## src/rtl/crcfr_pkg.sv

```systemverilog
`timescale 1ns / 1ps
// ----------------------------------------------------------------------------
// crcfr_pkg
// Shared types, constants and the crc-8 byte update for the frame receiver.
// ----------------------------------------------------------------------------
package crcfr_pkg;

    localparam int DEFAULT_MAX_FRAME_LEN = 16;

    localparam logic [7:0] START_BYTE   = 8'h53;
    localparam logic [7:0] END_BYTE     = 8'h45;
    localparam logic [7:0] CRC_INIT     = 8'hFF;
    localparam logic [7:0] CRC_POLY     = 8'hD5;
    localparam logic [7:0] MIN_FRAME_LEN = 8'd7;
    localparam logic [15:0] POSITION_INDEX = 16'h6064;

    // byte positions within a frame
    localparam logic [4:0] POS_NODE     = 5'd2;
    localparam logic [4:0] POS_COMMAND  = 5'd3;
    localparam logic [4:0] POS_INDEX_LO = 5'd4;
    localparam logic [4:0] POS_INDEX_HI = 5'd5;
    localparam logic [4:0] POS_SUBINDEX = 5'd6;
    localparam logic [4:0] POS_DATA0    = 5'd7;
    localparam logic [4:0] POS_DATA3    = 5'd10;

    typedef enum logic [1:0] {
        STATUS_OK        = 2'd0,
        STATUS_CRC_ERROR = 2'd1,
        STATUS_BAD_END   = 2'd2,
        STATUS_BAD_LEN   = 2'd3
    } status_t;

    typedef struct packed {
        logic        is_position;
        logic [3:0]  data_count;
        logic [31:0] data_value;
        logic [7:0]  object_subindex;
        logic [15:0] object_index;
        logic [7:0]  command_code;
        logic [7:0]  node_id;
        logic [7:0]  frame_length;
        status_t     status;
    } result_t;

    // reflected crc-8, one byte per call
    function automatic logic [7:0] crc8_step(input logic [7:0] crc, input logic [7:0] b);
        logic [7:0] c;
        c = crc ^ b;
        for (int k = 0; k < 8; k++) begin
            if (c[0]) begin
                c = (c >> 1) ^ CRC_POLY;
            end else begin
                c = c >> 1;
            end
        end
        return c;
    endfunction

endpackage

```

## src/rtl/crcfr_parser.sv

```systemverilog
`timescale 1ns / 1ps
// ----------------------------------------------------------------------------
// crcfr_parser
// Frame state machine: start hunt, length check, field capture, crc and end
// check. Produces at most one result per accepted byte.
// ----------------------------------------------------------------------------
module crcfr_parser
    import crcfr_pkg::*;
#(
    parameter int MAX_FRAME_LEN = DEFAULT_MAX_FRAME_LEN
) (
    input  logic       aclk,
    input  logic       aresetn,
    input  logic       byte_valid,
    input  logic [7:0] byte_data,
    output logic       res_valid,
    output result_t    res
);

    typedef enum logic [1:0] {
        PH_HUNT,
        PH_LEN,
        PH_BODY,
        PH_END
    } phase_t;

    localparam logic [7:0] MAX_LEN = 8'(MAX_FRAME_LEN);

    phase_t      phase_reg, phase_next;
    logic [7:0]  length_reg, length_next;
    logic [4:0]  pos_reg, pos_next;
    logic [7:0]  crc_reg, crc_next;
    logic [7:0]  rx_crc_reg, rx_crc_next;
    logic [7:0]  node_reg, node_next;
    logic [7:0]  command_reg, command_next;
    logic [15:0] index_reg, index_next;
    logic [7:0]  subindex_reg, subindex_next;
    logic [31:0] data_reg, data_next;

    logic [1:0]  data_lane;
    logic [7:0]  count_raw;

    assign data_lane = 2'(pos_reg - POS_DATA0);
    assign count_raw = length_reg - MIN_FRAME_LEN;

    always_comb begin
        phase_next    = phase_reg;
        length_next   = length_reg;
        pos_next      = pos_reg;
        crc_next      = crc_reg;
        rx_crc_next   = rx_crc_reg;
        node_next     = node_reg;
        command_next  = command_reg;
        index_next    = index_reg;
        subindex_next = subindex_reg;
        data_next     = data_reg;
        res_valid     = 1'b0;
        res           = '0;

        if (byte_valid) begin
            case (phase_reg)
                PH_HUNT: begin
                    if (byte_data == START_BYTE) begin
                        length_next   = '0;
                        pos_next      = '0;
                        crc_next      = CRC_INIT;
                        rx_crc_next   = '0;
                        node_next     = '0;
                        command_next  = '0;
                        index_next    = '0;
                        subindex_next = '0;
                        data_next     = '0;
                        phase_next    = PH_LEN;
                    end
                end
                PH_LEN: begin
                    length_next = byte_data;
                    if (byte_data < MIN_FRAME_LEN || byte_data > MAX_LEN) begin
                        res_valid        = 1'b1;
                        res.status       = STATUS_BAD_LEN;
                        res.frame_length = byte_data;
                        phase_next       = PH_HUNT;
                    end else begin
                        crc_next   = crc8_step(CRC_INIT, byte_data);
                        pos_next   = POS_NODE;
                        phase_next = PH_BODY;
                    end
                end
                PH_BODY: begin
                    if ({3'b000, pos_reg} >= length_reg) begin
                        rx_crc_next = byte_data;
                        phase_next  = PH_END;
                    end else begin
                        crc_next = crc8_step(crc_reg, byte_data);
                        case (pos_reg)
                            POS_NODE:     node_next           = byte_data;
                            POS_COMMAND:  command_next        = byte_data;
                            POS_INDEX_LO: index_next[7:0]     = byte_data;
                            POS_INDEX_HI: index_next[15:8]    = byte_data;
                            POS_SUBINDEX: subindex_next       = byte_data;
                            default: begin
                                if (pos_reg >= POS_DATA0 && pos_reg <= POS_DATA3) begin
                                    data_next[8*data_lane +: 8] = byte_data;
                                end
                            end
                        endcase
                        pos_next = pos_reg + 5'd1;
                    end
                end
                PH_END: begin
                    res_valid = 1'b1;
                    if (crc_reg != rx_crc_reg) begin
                        res.status = STATUS_CRC_ERROR;
                    end else if (byte_data != END_BYTE) begin
                        res.status = STATUS_BAD_END;
                    end else begin
                        res.status = STATUS_OK;
                    end
                    res.frame_length    = length_reg;
                    res.node_id         = node_reg;
                    res.command_code    = command_reg;
                    res.object_index    = index_reg;
                    res.object_subindex = subindex_reg;
                    res.data_value      = data_reg;
                    res.data_count      = (count_raw > 8'd15) ? 4'hF : count_raw[3:0];
                    res.is_position     = (index_reg == POSITION_INDEX);
                    phase_next          = PH_HUNT;
                end
                default: begin
                    phase_next = PH_HUNT;
                end
            endcase
        end
    end

    always_ff @(posedge aclk) begin
        if (!aresetn) begin
            phase_reg    <= PH_HUNT;
            length_reg   <= '0;
            pos_reg      <= '0;
            crc_reg      <= CRC_INIT;
            rx_crc_reg   <= '0;
            node_reg     <= '0;
            command_reg  <= '0;
            index_reg    <= '0;
            subindex_reg <= '0;
            data_reg     <= '0;
        end else begin
            phase_reg    <= phase_next;
            length_reg   <= length_next;
            pos_reg      <= pos_next;
            crc_reg      <= crc_next;
            rx_crc_reg   <= rx_crc_next;
            node_reg     <= node_next;
            command_reg  <= command_next;
            index_reg    <= index_next;
            subindex_reg <= subindex_next;
            data_reg     <= data_next;
        end
    end

endmodule

```

## src/rtl/crcfr_out_stage.sv

```systemverilog
`timescale 1ns / 1ps
// ----------------------------------------------------------------------------
// crcfr_out_stage
// Result register with its handshake; it also gates input acceptance.
// ----------------------------------------------------------------------------
module crcfr_out_stage
    import crcfr_pkg::*;
(
    input  logic    aclk,
    input  logic    aresetn,
    input  logic    res_valid,
    input  result_t res,
    output logic    in_ready,
    input  logic    out_ready,
    output logic    out_valid,
    output result_t out_data
);

    logic    valid_reg;
    result_t data_reg;

    // a byte may enter whenever the result slot is free or draining this cycle
    assign in_ready  = !valid_reg || out_ready;
    assign out_valid = valid_reg;
    assign out_data  = data_reg;

    always_ff @(posedge aclk) begin
        if (!aresetn) begin
            valid_reg <= 1'b0;
        end else if (res_valid) begin
            valid_reg <= 1'b1;
        end else if (out_ready) begin
            valid_reg <= 1'b0;
        end
    end

    always_ff @(posedge aclk) begin
        if (res_valid) begin
            data_reg <= res;
        end
    end

endmodule

```

## src/rtl/crc8_checked_frame_receiver_core.sv

```systemverilog
`timescale 1ns / 1ps
// ----------------------------------------------------------------------------
// crc8_checked_frame_receiver_core
// Receives serial bytes, deframes start/length/body/crc/end frames and
// reports one checked result per frame or per bad length byte.
// ----------------------------------------------------------------------------
//  channel   dir   beat contents
//  s_        in    tdata[7:0] rx_byte
//  m_        out   tuser[1:0] status; tdata frame fields (see port list)
//
//  one byte per cycle while s_tready is high; the crc update is a combinational unrolled step
//  a result appears in the output register the cycle after its last byte
//  synchronous active-low reset returns the parser to start hunting
//  input stalls only while a result waits and m_tready is low
// ----------------------------------------------------------------------------
module crc8_checked_frame_receiver_core
    import crcfr_pkg::*;
#(
    parameter int MAX_FRAME_LEN = DEFAULT_MAX_FRAME_LEN
) (
    input  logic        aclk,
    input  logic        aresetn,
    input  logic        s_tvalid,
    output logic        s_tready,
    input  logic [7:0]  s_tdata,   // [7:0] rx_byte
    output logic        m_tvalid,
    input  logic        m_tready,
    output logic [87:0] m_tdata,   // frame_length, node_id, command_code, object_index,
                                   // object_subindex, data_value, data_count,
                                   // is_position, zero pad
    output logic [1:0]  m_tuser    // status
);

    logic    accept;
    logic    res_valid;
    result_t res;
    result_t out_data;

    assign accept = s_tvalid && s_tready;

    crcfr_parser #(
        .MAX_FRAME_LEN(MAX_FRAME_LEN)
    ) u_parser (
        .aclk      (aclk),
        .aresetn   (aresetn),
        .byte_valid(accept),
        .byte_data (s_tdata),
        .res_valid (res_valid),
        .res       (res)
    );

    crcfr_out_stage u_out (
        .aclk     (aclk),
        .aresetn  (aresetn),
        .res_valid(res_valid),
        .res      (res),
        .in_ready (s_tready),
        .out_ready(m_tready),
        .out_valid(m_tvalid),
        .out_data (out_data)
    );

    assign m_tuser = out_data.status;
    assign m_tdata = {3'b000,
                      out_data.is_position,
                      out_data.data_count,
                      out_data.data_value,
                      out_data.object_subindex,
                      out_data.object_index,
                      out_data.command_code,
                      out_data.node_id,
                      out_data.frame_length};

endmodule
```

## config.mk

```make
export PLATFORM = sky130hd
export DESIGN_NAME = crc8_checked_frame_receiver_core
export DESIGN_NICKNAME = d
export VERILOG_FILES = /design/src/rtl/crcfr_pkg.sv /design/src/rtl/crcfr_parser.sv /design/src/rtl/crcfr_out_stage.sv /design/src/rtl/crc8_checked_frame_receiver_core.sv
export SDC_FILE = /design/constraint.sdc
export NUM_CORES = 1
export LEC_CHECK = 0
export BUFFER_PORTS_ARGS = -buffer_cell sky130_fd_sc_hd__buf_2
export CORE_MARGIN = 4
export CORE_UTILIZATION = 55
export CTS_BUF_LIST = sky130_fd_sc_hd__clkbuf_2 sky130_fd_sc_hd__clkbuf_4 sky130_fd_sc_hd__clkbuf_8
export CTS_CLUSTER_SIZE = 25
export DETAILED_ROUTE_END_ITERATION = 8
export PLACE_DENSITY = 0.83
export SLEW_MARGIN = 20
export SYNTH_ARGS = -nofsm -noshare
export SYNTH_HDL_FRONTEND = slang
export SYNTH_SLANG_ARGS = --single-unit
```

## constraint.sdc

```tcl
create_clock -name aclk -period 7.7 [get_ports aclk]
set_input_delay 1.155 -clock aclk [delete_from_list [all_inputs] [get_ports aclk]]
set_output_delay 1.155 -clock aclk [all_outputs]
set_load 0.02 [all_outputs]
```

==> results.md, run 1 <==
* Core Area at 0.01531 mm2
* Layout cells sized above 1 at 17.71%
* Detail Placement HPWL at ~12000 um
* Simple logic cell fraction of the synthesized area at around 15%
* WHS Path Cells at 1
* Syn Area/Cell at 11.18 um2
* Reg2Reg Setup Slack at between 4 and 5 ns
* Top post-synthesis cells by area: edfxtp_1 30%, dfxtp_1 24%, and2_1 5.5%
* Post-synthesis mux area share at 0.1158%
* Setup Buffers After CTS at 0
* GP Congestion at 0.9043
* Hold endpoint: u_parser.subindex_reg[5]$_SDFFE_PN0P_
* Post-cts repair resize count at 0
* FMAX at 259.4 MHz
* LEAKAGE at 3.636 nW
* Reg2reg end: u_parser.data_reg[25]$_SDFFE_PN0P_
* YS warnings at 0
* First-pass GRT wire length at 30670 um
* Cell Area, Synth at 0.008643 mm2
* Die height at 133.4 um
* Worst Hold Launch: u_parser.subindex_reg[5]$_SDFFE_PN0P_
* Peak supply drop at 0.1058 mV
* Wire length per cell at 17.36 um
* Pwr dens at 181.6 mW/mm2
* CTS Buf Count at 17
* Top-area cell type share of the netlist area at 30.23%
* Cells after synthesis at 773
* Hold_ws at between 0.4 and 0.5 ns
* Outcome: finished, final reports clean
* CP endpoint kind: register
* Root Buffer: clkbuf_8
* Slew HR at 37.43%
* Compound-Gate Fraction of Synth Area at 17.30%
* NumNets Final at roughly 890
* Pin count of the biggest net entering global routing at 93
* N_diodes at 0
* Die Span X at 133.4 um
* Setup TNS Final at 0 ns
* Max-slew violations at 0
* Count leader, synth: dfxtp_1
* Yosys top cell by area: edfxtp_1
* Routed Antenna Nets at 0
* Ys flop type: dfxtp_1
* #FFs+latches synth at roughly 190
* Worst r2r src: u_parser.pos_reg[0]$_SDFFE_PN0P_
* Clock-pin slew on the worst setup and hold paths at 0.09 ns
* Maximum root-to-sink buffer count at 2
* Seq/Total Area, Yosys at 54.31%
* Post-synth EDFFs at 87
* Fin crit period at 3.855 ns
* Overall die area at ~0.018 mm2
* Port-buffer cells at 100
* WS Path Type: primary input to register
* Global router's overall resource usage at 21.47%
* Starting Density at a little under three fifths
* # DRC at 0
* Final Skew at 0.01279 ns
* Crit Path Max Fanout at 67
* DR vias at just over 6k
* # hold bufs at CTS at 0
* Worst r2r path cells at 8
* Max-Cap Viols at 0
* Cell variety after synth at 65
* Synth Area in XOR/XNOR at 6.254%
* CP required at 7.81 ns
* Vias in the first global route at between 5k and 6k
* Max H-tree Level at 4
* DR iter-0 viols at 536
* TritonCTS clock tree: built
* Ports at 104
* P&R area growth vs syn at 11.29%
* Final WL at approximately 19000 um
* Crit path DAT at 3.96 ns
* Synth Area in Adders at 3.474%
* Setup crit start kind: primary input
* Worst skew pair latency at 0.48 ns
* Largest family of logic cells by synthesized area: compound AO/OA/AOI/OAI gates
* Endpoints failing hold at 0
* Final Setup Violations at 0
* DRT Pass-1 Iters at 5
* Initial antenna violation count at 0
* Fraction of registers with async set/reset at 0%
* Hold Crit Class: register to register
* Unrepaired setup endpoints after global routing: no
* Clock Sinks at 191
* Max FFs per register at 87
* Total grt overflow at 0
* Slew at the pin with the worst max-slew slack at 0.9386 ns
* Vias per inst at approximately 5.7
* Final period util at 50.06%
* Row count at 45
* Synth top cells by count: 104 x dfxtp_1, 87 x edfxtp_1, 76 x and2_1, 49 x nand2_1, 48 x o21ai_0
==> worst max-delay path: stages <==
cell	delay [ns]
buf_2	0.36
inv_1	0.13
ha_1	0.22
a211oi_1	0.28
o31a_1	0.36
nor2_1	0.13
nor2_4	0.52
buf_4	0.73
==> where the power goes <==
part           internal (mW)  switching, mW
logic                 0.0424         0.0551
registers               1.05       0.000118
clock network          0.237          0.362
total                   1.33          0.417
==> placed cells by master (no fill, tap or decap), types with 5 or more instances in the layout <==
| cell | count |
|---|---|
| nand3_1 | 8 |
| and3_1 | 5 |
| nand2_1 | 49 |
| xor2_1 | 15 |
| a22oi_1 | 24 |
| ha_1 | 24 |
| o21a_1 | 5 |
| a32o_1 | 18 |
| o21ai_1 | 6 |
| buf_2 | 100 |
| dfxtp_1 | 104 |
| nor3_1 | 10 |
| a21oi_1 | 7 |
| nor4_1 | 5 |
| nor2b_1 | 18 |
| xnor3_1 | 7 |
| o21ai_0 | 48 |
| nand4_1 | 10 |
| inv_1 | 26 |
| xnor2_1 | 25 |
| a21boi_1 | 6 |
| a21boi_0 | 35 |
| o2bb2ai_1 | 6 |
| edfxtp_1 | 87 |
| and2_1 | 76 |
| a22o_1 | 16 |
| nor2_1 | 29 |
| clkbuf_8 | 17 |
==> how the worst max path moves through the flow <==
stage | slack (ns) | to | depth (start not counted) | from
2_1_floorplan | 0.90 | u_out.out_data[0]$_SDFFCE_PN0P_ | 8 | s_tdata[3]
3_3_place_gp | 3.53 | u_out.out_data[30]$_SDFFCE_PN0P_ | 8 | s_tdata[3]
3_5_place_dp | 3.38 | u_out.out_data[45]$_SDFFCE_PN0P_ | 8 | s_tdata[3]
4_1_cts | 3.89 | u_out.out_data[45]$_SDFFCE_PN0P_ | 8 | s_tdata[3]
5_1_grt | 3.58 | u_out.out_data[29]$_SDFFCE_PN0P_ | 8 | s_tdata[3]
6_report | 3.85 | u_out.out_data[45]$_SDFFCE_PN0P_ | 8 | s_tdata[3]
==> cell type report <==
cell class              instances  area [um2]
well taps                     211       264.0
clock inverters                13       113.9
repair buffers                104       530.5
fillers                      1238        5695
flip-flops and latches        191        4695
multi-input cells             510        3666
clock buffers                  19       249.0
inverters                      27       101.3
==> metrics by stage <==
| step | worst slack (ns) | area, um2 | cells | util, % | power (mW) |
|---|---|---|---|---|---|
| 3_5_place_dp | 3.382 | 9256 | 1043 | 60.44 | 1.169 |
| 2_1_floorplan | 0.9025 | 8651 | 775 | - | 1.152 |
| 6_report | 3.845 | 9619 | 1075 | 62.81 | 1.747 |
| 5_1_grt | 3.582 | 9619 | 1075 | 62.81 | 1.802 |
| 4_1_cts | 3.889 | 9619 | 1075 | 62.81 | 1.755 |
| 3_3_place_gp | 3.526 | 9256 | 1043 | 60.44 | 1.168 |
==> logic make-up (layout without fill, tap and decap cells) <==
logic type | count (synthesis) | in the layout
simple gates | 229 | 229
mux | 1 | 1
other cells | 1 | 3
fa+ha+maj | 24 | 24
buf+inv | 74 | 163
compound gates | 204 | 204
flops | 191 | 191
xor+xnor | 49 | 49
==> layer usage <==
layer	up-vias	routed length [um]	part of all wire, %	track usage (%)
met4	0	398	2.1	7.829
met3	40	1277	6.8	3.890
met1	2873	7994	43	28.02
li1	2936	-	-	-
met5	-	0	0	0
met2	225	8989	48	36.00
(Power assumes the default switching activity.)
==> run 2, diff against run 1 <==
- clock period: 7.7 -> 3.75 ns (I/O delays scaled with it)
==> results.md, run 2 (same netlist as run 1, synthesis figures left out) <==
* DR iter-0 viols at 620
* Worst r2r path cells at 8
* FMAX at 312.4 MHz
* Maximum root-to-sink buffer count at 2
* NumNets Final at 900
* Seq pwr share at about 58%
* Routed Antenna Nets at 0
* Row count at 45
* Reg2Reg Setup Slack at 0.55 ns
* Internal at 2.878 mW
* Max FFs per register at just under 90
* Endpoints failing hold at 0
* WS Path Type: register to register
* Pin count of the biggest net entering global routing at 73
* Final WL at about 19000 um
* Die Span X at ~130 um
* Cell Chain, Critical Path: inv_1 > ha_1 > or4_1 > o32ai_1 > o2111ai_2 > o21ai_1 > nand4_1 > a21boi_0
* Total grt overflow at 0
* # DRC at 0
* Design Power at around 3.7 mW
* GP Congestion at 0.9137
* CP max stage delay at 0.56 ns
* Global router's overall resource usage at between 20 and 25%
* Port-buffer cells at 100
* Initial antenna violation count at 0
* Final Skew at between 0.009 and 0.01 ns
* Pwr dens at between 300 and 400 mW/mm2
* Max H-tree Level at 4
* Starting Density at a little under three fifths
* Clk pwr share at between 30% and 40%
* TritonCTS clock tree: built
* Outcome: finished, final reports clean
* Crit Path Max Fanout at 10
* Hold endpoint: u_parser.data_reg[7]$_SDFFE_PN0P_
* Worst r2r src: u_parser.pos_reg[0]$_SDFFE_PN0P_
* Layout cells sized above 1 at 18.81%
* P&R area growth vs syn at 13.06%
* Clock Sinks at between 150 and 200
* Worst Hold Launch: s_tdata[7]
* First-pass GRT wire length at 30930 um
* Unrepaired setup endpoints after global routing: no
* Peak supply drop at 0.1987 mV
* CTS Buf Count at 17
* N_diodes at 0
* Worst setup margin at 0.5493 ns
* Commonest cells after routing, fill and taps aside: 104 x dfxtp_1, 100 x buf_2, 87 x edfxtp_1
* CP endpoint kind: register
* Vias per inst at 5.730
* Clock-pin slew on the worst setup and hold paths at 0.10 ns
* Crit path DAT at 3.60 ns
* Post-cts repair resize count at 0
* DR vias at 6234
* Ports at between 100 and 150
* LEAKAGE at 3.731 nW
* Slew HR at roughly two fifths
* Vias in the first global route at between 6k and 7k
* Root Buffer: clkbuf_8
* Wire length per cell at approximately 17 um
* Overall die area at around 0.018 mm2
* Detail Placement HPWL at 12880 um
* Fin crit period at 3.201 ns
* Gate power share at 5.5%
* CP required at 4.15 ns
* Slew at the pin with the worst max-slew slack at 0.8834 ns
* Final period util at 85.35%
* Max-Cap Viols at 0
* Die height at about 130 um
* Max-slew violations at 0
* Reg2reg end: u_parser.data_reg[29]$_SDFFE_PN0P_
* # hold bufs at CTS at 0
* Slowest CP cell: o21ai_1
* Sw Ratio at around 23%
* Worst skew pair latency at 0.48 ns
* WHS Path Cells at 3
* Setup crit start kind: register
* Core Area at 0.01531 mm2
* Setup TNS Final at 0 ns
* Final Setup Violations at 0
* Setup Buffers After CTS at 0
* DP Worst Slack at 0.6130 ns
* Hold Crit Class: primary input to register
* Finished Core Util at 63.81%
* DRT Pass-1 Iters at 5
* Commonest non-fill, non-tap cell in the layout: dfxtp_1
* Net switching power at 0.8580 mW
## run 2: per-stage QoR
step	hold slack (ns)	cell area (um2)	std cells
global placement	0.4398	9366	1056
finish	0.4578	9772	1088
CTS	0.4242	9772	1088
floorplan	0.4242	8660	775
global route	0.4709	9772	1088
detailed placement	0.4479	9366	1056
## run 2: power by group through the flow
stage	combinational, mW	sequential, mW	clock, mW
2_1_floorplan	0.162	2.20	0
3_3_place_gp	0.202	2.20	0
6_report	0.206	2.16	1.37
3_5_place_dp	0.204	2.20	0
4_1_cts	0.204	2.16	1.40
5_1_grt	0.221	2.16	1.47
## run 2: routing by layer
metal,part of all wire (%),track usage [%],vias to the layer above
li1,-,-,2970
met1,43,29.55,2978
met4,2.0,8.114,0
met5,0,0,-
met3,7.6,5.174,37
met2,47,34.03,249
## run 2: worst max-delay path, delay by kind of cell, from the launching register on
kind	cells	cell delay (ns)
AO/OA/AOI/OAI	4	1.36
adder cells (fa/ha/maj)	1	0.34
buffers and inverters	1	0.25
flip-flops	1	0.54
AND/OR/NAND/NOR	2	0.65
## run 2: final cells by class
type / count / area [um2]
fillers: 1235 / 5543
flip-flops and latches: 191 / 4695
multi-input cells: 510 / 3666
repair buffers: 117 / 640.6
well taps: 211 / 264.0
clock buffers: 19 / 255.2
clock inverters: 13 / 150.1
inverters: 27 / 101.3
## run 2: worst max-delay path by stage
| stage | end | slack, ns | start |
|---|---|---|---|
| floorplan | u_out.out_data[0]$_SDFFCE_PN0P_ | 0.04 | s_tdata[3] |
| global placement | u_out.out_data[37]$_SDFFCE_PN0P_ | 0.72 | s_tdata[3] |
| finish | u_parser.data_reg[29]$_SDFFE_PN0P_ | 0.55 | u_parser.pos_reg[0]$_SDFFE_PN0P_ |
| global route | u_parser.data_reg[24]$_SDFFE_PN0P_ | 0.23 | u_parser.pos_reg[0]$_SDFFE_PN0P_ |
| detailed placement | u_out.out_data[35]$_SDFFCE_PN0P_ | 0.61 | s_tdata[3] |
| CTS | u_parser.data_reg[4]$_SDFFE_PN0P_ | 0.61 | u_parser.pos_reg[0]$_SDFFE_PN0P_ |
